### config.mk
export PLATFORM = sky130hd
export DESIGN_NAME = int8_dot_product_requantize
export DESIGN_NICKNAME = d
export VERILOG_FILES = /design/src/rtl/core/dpr_pkg.sv /design/src/rtl/core/dpr_regs.sv /design/src/rtl/core/dpr_lanes.sv /design/src/rtl/core/dpr_accum.sv /design/src/rtl/core/dpr_requant.sv /design/src/rtl/core/int8_dot_product_requantize.sv
export SDC_FILE = /design/constraint.sdc
export NUM_CORES = 2
export LEC_CHECK = 0
export ABC_AREA = 1
export BUFFER_PORTS_ARGS = -buffer_cell sky130_fd_sc_hd__buf_2
export CORE_ASPECT_RATIO = 1.5
export CORE_MARGIN = 8
export CORE_UTILIZATION = 66
export CTS_CLUSTER_SIZE = 28
export DETAILED_ROUTE_END_ITERATION = 6
export PLACE_DENSITY = 0.81
export SYNTH_ARGS = -nofsm -noshare
export SYNTH_HDL_FRONTEND = slang
export SYNTH_HIERARCHICAL = 1
export SYNTH_SLANG_ARGS = --single-unit
### constraint.sdc
create_clock -name clk -period 8.1 [get_ports clk]
set_clock_uncertainty 0.2 [all_clocks]
set_input_delay 0.81 -clock clk [delete_from_list [all_inputs] [get_ports clk]]
set_output_delay 0.81 -clock clk [all_outputs]
set_load 0.005 [all_outputs]
### src/rtl/core/dpr_pkg.sv
// Shared types and constants for the int8 dot product requantizer.
`timescale 1ns / 1ps

package dpr_pkg;

  // Operand layout
  localparam int FIELD_BITS = 64;
  localparam int BYTE_BITS  = 8;
  localparam int MAX_LANES  = FIELD_BITS / BYTE_BITS;
  localparam int PROD_BITS  = 2 * BYTE_BITS;

  // Accumulator and scaling
  localparam int SUM_BITS   = 32;
  localparam int MULT_BITS  = 31;
  localparam int SHIFT_BITS = 6;
  localparam int SCALED_BITS = SUM_BITS + MULT_BITS - 1;  // product stays below 2^62

  // Output range; a scaled magnitude at or above SAT_MAG clamps either way
  localparam int OUT_BITS = 8;
  localparam int ZP_BITS  = 8;
  localparam int OUT_MIN  = -128;
  localparam int OUT_MAX  = 127;
  localparam int SAT_MAG  = 256;
  localparam int MAG_BITS = 9;
  localparam int VAL_BITS = 11;

  // Register file
  localparam int APB_DATA_BITS = 32;
  localparam int APB_ADDR_BITS = 4;

  typedef enum logic [1:0] {
    REG_SCALE_MULT = 2'd0,
    REG_SCALE_SHIFT = 2'd1,
    REG_ZERO_POINT = 2'd2
  } dpr_reg_e;

  localparam logic [MULT_BITS-1:0]  RST_SCALE_MULT  = 31'd1073741824;
  localparam logic [SHIFT_BITS-1:0] RST_SCALE_SHIFT = 6'd31;
  localparam logic [ZP_BITS-1:0]    RST_ZERO_POINT  = 8'd0;

  typedef struct packed {
    logic [MULT_BITS-1:0]      scale_multiplier;
    logic [SHIFT_BITS-1:0]     scale_shift;
    logic signed [ZP_BITS-1:0] output_zero_point;
  } dpr_cfg_t;

endpackage

### src/rtl/core/dpr_regs.sv
// APB register file holding the requantization settings.
`timescale 1ns / 1ps

module dpr_regs
  import dpr_pkg::*;
(
  input  logic                     clk,
  input  logic                     rst,
  input  logic                     psel,
  input  logic                     penable,
  input  logic                     pwrite,
  input  logic [APB_ADDR_BITS-1:0] paddr,
  input  logic [APB_DATA_BITS-1:0] pwdata,
  output logic [APB_DATA_BITS-1:0] prdata,
  output logic                     pready,
  output dpr_cfg_t                 cfg
);

  dpr_cfg_t cfg_q;
  logic     wr_en;
  dpr_reg_e idx;

  assign pready = 1'b1;
  assign wr_en  = psel && penable && pwrite;
  assign idx    = dpr_reg_e'(paddr[APB_ADDR_BITS-1:2]);
  assign cfg    = cfg_q;

  // Register writes; unmapped addresses are dropped
  always_ff @(posedge clk) begin
    if (rst) begin
      cfg_q.scale_multiplier  <= RST_SCALE_MULT;
      cfg_q.scale_shift       <= RST_SCALE_SHIFT;
      cfg_q.output_zero_point <= RST_ZERO_POINT;
    end else if (wr_en) begin
      case (idx)
        REG_SCALE_MULT:  cfg_q.scale_multiplier  <= pwdata[MULT_BITS-1:0];
        REG_SCALE_SHIFT: cfg_q.scale_shift       <= pwdata[SHIFT_BITS-1:0];
        REG_ZERO_POINT:  cfg_q.output_zero_point <= pwdata[ZP_BITS-1:0];
        default: ;
      endcase
    end
  end

  // Read back
  always_comb begin
    prdata = '0;
    case (idx)
      REG_SCALE_MULT:  prdata = {{(APB_DATA_BITS-MULT_BITS){1'b0}}, cfg_q.scale_multiplier};
      REG_SCALE_SHIFT: prdata = {{(APB_DATA_BITS-SHIFT_BITS){1'b0}}, cfg_q.scale_shift};
      REG_ZERO_POINT:  prdata = {{(APB_DATA_BITS-ZP_BITS){1'b0}}, cfg_q.output_zero_point};
      default:         prdata = '0;
    endcase
  end

endmodule

### src/rtl/core/dpr_lanes.sv
// Input register, per-lane byte multipliers and chunk adder tree.
`timescale 1ns / 1ps

module dpr_lanes
  import dpr_pkg::*;
#(
  parameter int NL = 8,
  parameter int CW = 19
) (
  input  logic                  clk,
  input  logic                  rst,
  input  logic                  in_valid,
  output logic                  in_ready,
  input  logic [FIELD_BITS-1:0] in_a,
  input  logic [FIELD_BITS-1:0] in_b,
  input  logic                  in_last,
  output logic                  out_valid,
  input  logic                  out_ready,
  output logic signed [CW-1:0]  out_sum,
  output logic                  out_last
);

  // stage 0: operands
  logic                  v0, l0;
  logic [FIELD_BITS-1:0] a0, b0;
  // stage 1: products
  logic                         v1, l1;
  logic signed [PROD_BITS-1:0]  prod1 [NL];
  logic signed [PROD_BITS-1:0]  prod_c [NL];
  // stage 2: chunk sum
  logic                 v2, l2;
  logic signed [CW-1:0] sum2, sum_c;
  logic                 rdy0, rdy1, rdy2;

  assign rdy2     = !v2 || out_ready;
  assign rdy1     = !v1 || rdy2;
  assign rdy0     = !v0 || rdy1;
  assign in_ready = rdy0;

  assign out_valid = v2;
  assign out_sum   = sum2;
  assign out_last  = l2;

  // signed byte products, exact including -128 * -128
  always_comb begin
    for (int i = 0; i < NL; i++) begin
      prod_c[i] = $signed(a0[i*BYTE_BITS +: BYTE_BITS]) * $signed(b0[i*BYTE_BITS +: BYTE_BITS]);
    end
  end

  // add the lane products
  always_comb begin
    sum_c = '0;
    for (int i = 0; i < NL; i++) begin
      sum_c = sum_c + CW'(prod1[i]);
    end
  end

  // valid bits
  always_ff @(posedge clk) begin
    if (rst) begin
      v0 <= 1'b0;
      v1 <= 1'b0;
      v2 <= 1'b0;
    end else begin
      if (rdy0) v0 <= in_valid;
      if (rdy1) v1 <= v0;
      if (rdy2) v2 <= v1;
    end
  end

  // payload
  always_ff @(posedge clk) begin
    if (rdy0 && in_valid) begin
      a0 <= in_a;
      b0 <= in_b;
      l0 <= in_last;
    end
    if (rdy1 && v0) begin
      prod1 <= prod_c;
      l1    <= l0;
    end
    if (rdy2 && v1) begin
      sum2 <= sum_c;
      l2   <= l1;
    end
  end

endmodule

### src/rtl/core/dpr_accum.sv
// Wrapping 32-bit running sum; passes the total on at the last chunk.
`timescale 1ns / 1ps

module dpr_accum
  import dpr_pkg::*;
#(
  parameter int CW = 19
) (
  input  logic                clk,
  input  logic                rst,
  input  logic                in_valid,
  output logic                in_ready,
  input  logic signed [CW-1:0] in_sum,
  input  logic                in_last,
  output logic                out_valid,
  input  logic                out_ready,
  output logic [SUM_BITS-1:0] out_total
);

  logic [SUM_BITS-1:0] running_sum, running_sum_next;
  logic [SUM_BITS-1:0] total_c, total;
  logic                v, rdy_out, take;

  assign rdy_out   = !v || out_ready;
  // non-last chunks only touch the sum, so they never wait on the output
  assign in_ready  = !in_last || rdy_out;
  assign take      = in_valid && in_ready;
  assign total_c   = running_sum + SUM_BITS'(in_sum);
  assign running_sum_next = in_last ? '0 : total_c;

  assign out_valid = v;
  assign out_total = total;

  always_ff @(posedge clk) begin
    if (rst) begin
      running_sum <= '0;
      v           <= 1'b0;
    end else begin
      if (take) running_sum <= running_sum_next;
      if (rdy_out) v <= in_valid && in_last;
    end
  end

  always_ff @(posedge clk) begin
    if (rdy_out && in_valid && in_last) total <= total_c;
  end

endmodule

### src/rtl/core/dpr_requant.sv
// Requantization pipeline: magnitude, scale multiply, shift, zero point, clamp.
`timescale 1ns / 1ps

module dpr_requant
  import dpr_pkg::*;
(
  input  logic                       clk,
  input  logic                       rst,
  input  dpr_cfg_t                   cfg,
  input  logic                       in_valid,
  output logic                       in_ready,
  input  logic [SUM_BITS-1:0]        in_total,
  output logic                       out_valid,
  input  logic                       out_ready,
  output logic signed [OUT_BITS-1:0] out_value
);

  // stage A: sign and magnitude
  logic                v4, neg4;
  logic [SUM_BITS-1:0] mag4;
  // stage B: scaled product
  logic                   v5, neg5;
  logic [SCALED_BITS-1:0] prod5, prod_c;
  // stage C: shifted magnitude, saturated to SAT_MAG
  logic                   v6, neg6;
  logic [MAG_BITS-1:0]    mag6, mag_c;
  logic [SCALED_BITS-1:0] shifted_c;
  // stage D: output register
  logic                       v7;
  logic signed [OUT_BITS-1:0] res7, res_c;
  logic signed [VAL_BITS-1:0] sv_c, diff_c;
  logic                       rdy4, rdy5, rdy6, rdy7;

  assign rdy7     = !v7 || out_ready;
  assign rdy6     = !v6 || rdy7;
  assign rdy5     = !v5 || rdy6;
  assign rdy4     = !v4 || rdy5;
  assign in_ready = rdy4;

  assign out_valid = v7;
  assign out_value = res7;

  // mantissa multiply; the magnitude is at most 2^31
  assign prod_c = SCALED_BITS'(mag4) * SCALED_BITS'(cfg.scale_multiplier);

  // shift truncates the magnitude; anything past SAT_MAG clamps the same
  assign shifted_c = prod5 >> cfg.scale_shift;
  assign mag_c = (shifted_c >= SCALED_BITS'(SAT_MAG)) ? MAG_BITS'(SAT_MAG)
                                                      : shifted_c[MAG_BITS-1:0];

  // restore sign, remove zero point, clamp
  always_comb begin
    sv_c   = $signed({{(VAL_BITS-MAG_BITS){1'b0}}, mag6});
    if (neg6) sv_c = -sv_c;
    diff_c = sv_c - VAL_BITS'(cfg.output_zero_point);
    if (diff_c < VAL_BITS'(OUT_MIN)) begin
      res_c = OUT_BITS'(OUT_MIN);
    end else if (diff_c > VAL_BITS'(OUT_MAX)) begin
      res_c = OUT_BITS'(OUT_MAX);
    end else begin
      res_c = diff_c[OUT_BITS-1:0];
    end
  end

  // valid bits
  always_ff @(posedge clk) begin
    if (rst) begin
      v4 <= 1'b0;
      v5 <= 1'b0;
      v6 <= 1'b0;
      v7 <= 1'b0;
    end else begin
      if (rdy4) v4 <= in_valid;
      if (rdy5) v5 <= v4;
      if (rdy6) v6 <= v5;
      if (rdy7) v7 <= v6;
    end
  end

  // payload
  always_ff @(posedge clk) begin
    if (rdy4 && in_valid) begin
      neg4 <= in_total[SUM_BITS-1];
      mag4 <= in_total[SUM_BITS-1] ? (~in_total + 1'b1) : in_total;
    end
    if (rdy5 && v4) begin
      neg5  <= neg4;
      prod5 <= prod_c;
    end
    if (rdy6 && v5) begin
      neg6 <= neg5;
      mag6 <= mag_c;
    end
    if (rdy7 && v6) begin
      res7 <= res_c;
    end
  end

endmodule

### src/rtl/core/int8_dot_product_requantize.sv
// Top level of the int8 dot product with fixed-point requantization.
//
//  channel  dir  handshake           payload
//  s_*      in   s_tvalid/s_tready   s_tdata[63:0] a_lanes, [127:64] b_lanes;
//                                    s_tlast last_chunk
//  m_*      out  m_tvalid/m_tready   m_tdata[7:0] result_value
//  apb      in   psel/penable        paddr 0x0 scale_multiplier, 0x4 scale_shift,
//                                    0x8 output_zero_point
//
// One chunk is accepted per cycle while s_tready is high. A last chunk passes eight
// registers: operand, product, chunk-sum, accumulate, magnitude, scale multiply,
// shift and clamp. Its result shows on m_tvalid from the clamp register.
// Reset clears the running sum and empties the pipeline; settings return to defaults.
// A stalled m_tready holds the result; each stage keeps taking items while any
// later stage has room, and non-last chunks fold into the running sum regardless.
`timescale 1ns / 1ps

module int8_dot_product_requantize
  import dpr_pkg::*;
#(
  parameter int LANES = 8
) (
  input  logic                     clk,
  input  logic                     rst,
  // input items
  input  logic                     s_tvalid,
  output logic                     s_tready,
  input  logic [2*FIELD_BITS-1:0]  s_tdata,   // a_lanes, b_lanes
  input  logic                     s_tlast,   // last_chunk
  // result items
  output logic                     m_tvalid,
  input  logic                     m_tready,
  output logic [OUT_BITS-1:0]      m_tdata,   // result_value
  // configuration
  input  logic                     psel,
  input  logic                     penable,
  input  logic                     pwrite,
  input  logic [APB_ADDR_BITS-1:0] paddr,
  input  logic [APB_DATA_BITS-1:0] pwdata,
  output logic [APB_DATA_BITS-1:0] prdata,
  output logic                     pready
);

  // lanes past the operand width carry no bits
  localparam int NL = (LANES < MAX_LANES) ? LANES : MAX_LANES;
  localparam int CW = PROD_BITS + $clog2(NL);

  dpr_cfg_t                   cfg;
  logic                       ch_valid, ch_ready, ch_last;
  logic signed [CW-1:0]       ch_sum;
  logic                       tot_valid, tot_ready;
  logic [SUM_BITS-1:0]        tot_value;
  logic signed [OUT_BITS-1:0] res_value;

  dpr_regs u_regs (
    .clk     (clk),
    .rst     (rst),
    .psel    (psel),
    .penable (penable),
    .pwrite  (pwrite),
    .paddr   (paddr),
    .pwdata  (pwdata),
    .prdata  (prdata),
    .pready  (pready),
    .cfg     (cfg)
  );

  dpr_lanes #(
    .NL (NL),
    .CW (CW)
  ) u_lanes (
    .clk       (clk),
    .rst       (rst),
    .in_valid  (s_tvalid),
    .in_ready  (s_tready),
    .in_a      (s_tdata[FIELD_BITS-1:0]),
    .in_b      (s_tdata[2*FIELD_BITS-1:FIELD_BITS]),
    .in_last   (s_tlast),
    .out_valid (ch_valid),
    .out_ready (ch_ready),
    .out_sum   (ch_sum),
    .out_last  (ch_last)
  );

  dpr_accum #(
    .CW (CW)
  ) u_accum (
    .clk       (clk),
    .rst       (rst),
    .in_valid  (ch_valid),
    .in_ready  (ch_ready),
    .in_sum    (ch_sum),
    .in_last   (ch_last),
    .out_valid (tot_valid),
    .out_ready (tot_ready),
    .out_total (tot_value)
  );

  dpr_requant u_requant (
    .clk       (clk),
    .rst       (rst),
    .cfg       (cfg),
    .in_valid  (tot_valid),
    .in_ready  (tot_ready),
    .in_total  (tot_value),
    .out_valid (m_tvalid),
    .out_ready (m_tready),
    .out_value (res_value)
  );

  assign m_tdata = res_value;

endmodule

==> impl_metrics.toml <==
[outcome]
status = "finished with violations"
violations = "DRC"

[finish]
final_core_util_pct = 70.6
final_area_sq_um = 87400
final_cell_mix = "inv_1, nand2_1, fa_1"
final_cell_count_no_fill = 12000
n_fill_cell = 9724
drive_above_1_share_pct = 5.81
syn2layout_area_growth_pct = 6.15
nets = 12500
final_common_cell = "inv_1"

[setup_path]
r2r_cells = 23
startpoint_type = "flip-flop"
cp-end-kind = "flip-flop"
rrSetupSlack_ns = 0.29
r2r_start = "u_regs/cfg[41]$_SDFFE_PP0P_"
required_ns = 8.30
cp_max_fo = 23
criticalPathCategory = "reg2reg"
r2r-end = "u_requant/prod5[55]$_DFFE_PP_"
cp.arrival_ns = 8.01

[grt]
grt_max_degree = 84
grt_pass1_vias = 71100
antenna_found_initial = 2
gr-usage-all-layers_pct = 33.4
grt-ovfl-total = 0
grt_pass1_wl_microns = 358000

[logic_synthesis]
synth_ff_type = "edfxtp_1"
synthXorXnorAreaFrac_pct = 2.43
synth_compound_area_share_pct = 3.26
ys_seq_area_share_pct = 17.5
synthSimpleGateAreaFrac_pct = 18.7
synth_cell_types = 61
syn_inst = 10300
synth-edff-count = 424
synth_adder_area_share_pct = 42.5
avgSynthCellArea_sq_um = 7.96
synthArstFlopShare_pct = 0
ys_ff_latch = 509
synth_area_sq_um = 82300
synth_warnings = 6
syn-num-nets = 12500
synth_top_family_by_area = "adder cells"
synthMuxAreaShare_pct = 0.0243

[min_path]
min_to = "u_lanes/b0[49]$_DFFE_PP_"
min_from = "s_tdata[113]"
min_path_type = "in2reg"
min_path_cells = 1

[detailed_routing]
first_pass_iters = 7
drt-wirelength-per-cell_microns = 18.7
drc = 2
routed-via-count = 65400
antenna_left = 0
via_per_inst = 5.44
wirelength_microns = 225000
dr.first_iter.drc_count = 4030

[sta]
post-route-period-util_pct = 96.4
rsz0062_at_grt = "false"
clock.fmax_mhz = 128
fin_crit_ns = 7.81
setup_viol_count_final = 0
maxSlewHeadroom_pct = 22.5
finalHoldViolations = 0
drv_slew = 0
tns_ns = 0
worst_slew_pin_slew_ns = 1.16

[clock_tree]
clk_pin_slew_ns = 0.07
root_buffer = "clkbuf_16"
clock_sinks = 509
clk_latency_ns = 0.74
numCtsBuffers = 55
htreeDepth = 2
hold_buffers = 0
cts_tree = "yes"
clockBufferDepth = 3

[placed_design]
place_area_sq_um = 85200
port_buffers = 209
place_congestion = 1.03
dp_hpwl_microns = 184000
numPlacedInstances = 11900

[floorplan]
dieArea_sq_um = 136000
die_h_microns = 448
ios = 215
core.rowCount = 158
fp.coreArea_sq_um = 124000
die_w_microns = 304
start_util_pct = 66.5

[pwr]
power.total_mw = 32.4
p_leak_nw = 49.7
seq_power_share_pct = 14.5
pwr_density_cell_nw_per_um2 = 371
p_comb_share_pct = 77.0
p_int_mw = 14.9
ir_drop_mv = 1.30
p_clk_share_pct = 8.5
p_switching_mw = 17.5
power.switching_fraction_pct = 54.0

[run]
max-cap-violations = 0
## registers in the layout, indices dropped and copies added, names as in the netlist, 8 cells and up
name / cells
u_regs/cfg: 45
u_accum/running_sum: 32
u_lanes/prod1: 128
u_requant/mag4: 32
u_requant/mag6: 9
u_lanes/b0: 64
u_lanes/a0: 64
u_requant/prod5: 62
u_accum/out_total: 32
u_lanes/out_sum: 19
u_requant/out_value: 8
## worst max path at each step
stage | from | endpoint | slack, ns | depth (start not counted)
floorplan | u_regs/cfg[24]$_SDFFE_PP0P_ | u_requant/prod5[57]$_DFFE_PP_ | 1.26 | 26
global placement | u_regs/cfg[24]$_SDFFE_PP0P_ | u_requant/prod5[57]$_DFFE_PP_ | 0.40 | 29
detailed placement | u_regs/cfg[24]$_SDFFE_PP0P_ | u_requant/prod5[57]$_DFFE_PP_ | 0.36 | 29
CTS | u_regs/cfg[24]$_SDFFE_PP0P_ | u_requant/prod5[57]$_DFFE_PP_ | 0.28 | 29
global route | u_regs/cfg[27]$_SDFFE_PP0P_ | u_requant/prod5[55]$_DFFE_PP_ | 0.003 | 26
finish | u_regs/cfg[41]$_SDFFE_PP0P_ | u_requant/prod5[55]$_DFFE_PP_ | 0.29 | 23
## timing repair
action | in CTS | in global routing
gates resized for setup | 0 | 8
endpoints found under the setup margin | 0 | 10
buffers inserted | 0 | 11
## cell type report
| type | count | area (sq um) | share of cell area, % |
|---|---|---|---|
| Clock inverter | 43 | 559 | 0.640 |
| Tap cell | 1600 | 2000 | 2.29 |
| Antenna cell | 3 | 7.51 | 0.00859 |
| Inverter | 2962 | 11100 | 12.7 |
| Multi-Input combinational cell | 6455 | 55100 | 63.0 |
| Clock buffer | 61 | 1410 | 1.61 |
| Sequential cell | 509 | 14400 | 16.5 |
| Timing Repair Buffer | 394 | 2750 | 3.15 |
## metrics by stage
stage	setup WS (ns)	hold slack, ns
CTS	0.277	0.0424
finish	0.291	0.0829
global placement	0.400	0.208
floorplan	1.26	0.200
global route	0.00312	0.0594
detailed placement	0.358	0.218
## cells by family after synthesis
kind of cell / Yosys count
simple gates: 3803
buf+inv: 3370
fa+ha+maj: 1950
flops: 509
compound gates: 474
xor+xnor: 224
other cells: 2
mux: 2
## cell usage after synthesis (all sizes together), types with 2 or more instances
cell	number	area, sq um
a21boi	5	37.5
a21o	28	210
a21oi	234	1190
a22o	2	17.5
a31oi	31	194
and2	24	150
and3	2	12.5
buf	68	420
clkbuf	340	1280
clkinv	4	16.3
conb	2	7.51
dfxtp	85	1700
edfxtp	424	12700
fa	1406	28100
ha	544	6810
inv	2958	11100
mux2i	2	20.0
nand2	2723	10300
nand3	511	2590
nand3b	9	67.6
nand4	30	188
nor2	447	1720
nor3	28	155
nor3b	2	15.0
nor4	9	62.6
o2111ai	5	43.8
o211ai	7	52.6
o21a	8	60.1
o21ai	130	681
o21bai	14	105
o221ai	3	26.3
o31ai	3	22.5
or2	16	100
xnor2	79	692
xor2	145	1310
## critical path: stages, from the launching register on
cell     delay (ns)
dfxtp_1        0.69
buf_4          0.46
nand2_1        0.13
fa_1           0.52
inv_1          0.06
fa_1           0.51
fa_1           0.79
fa_1           0.51
fa_1           0.52
fa_1           0.44
fa_1           0.38
ha_1           0.33
ha_1           0.39
nand2_1        0.13
nor2_1         0.17
inv_1          0.10
nor4_1         0.33
nand3_1        0.13
nand3_1        0.24
nand2_1        0.09
nand2_1        0.12
nand2_1        0.06
nand2_1        0.07
xor2_1         0.06
## layer usage
layer,vias to the layer above,part of all wire [%],track usage (%)
li1,30000,-,-
met1,31500,30,31.0
met2,2718,52,61.5
met3,1194,5.8,5.14
met4,0,12,32.5
met5,-,0,0
## power by group through the flow
stage	Combinational (mW)	Clock, mW	Sequential [mW]
finish	25.0	2.77	4.70
global route	28.5	2.90	4.73
CTS	24.9	2.82	4.70
floorplan	18.3	0	4.53
global placement	24.1	0	4.73
detailed placement	24.8	0	4.75
Power figures use the tool's default switching activity.
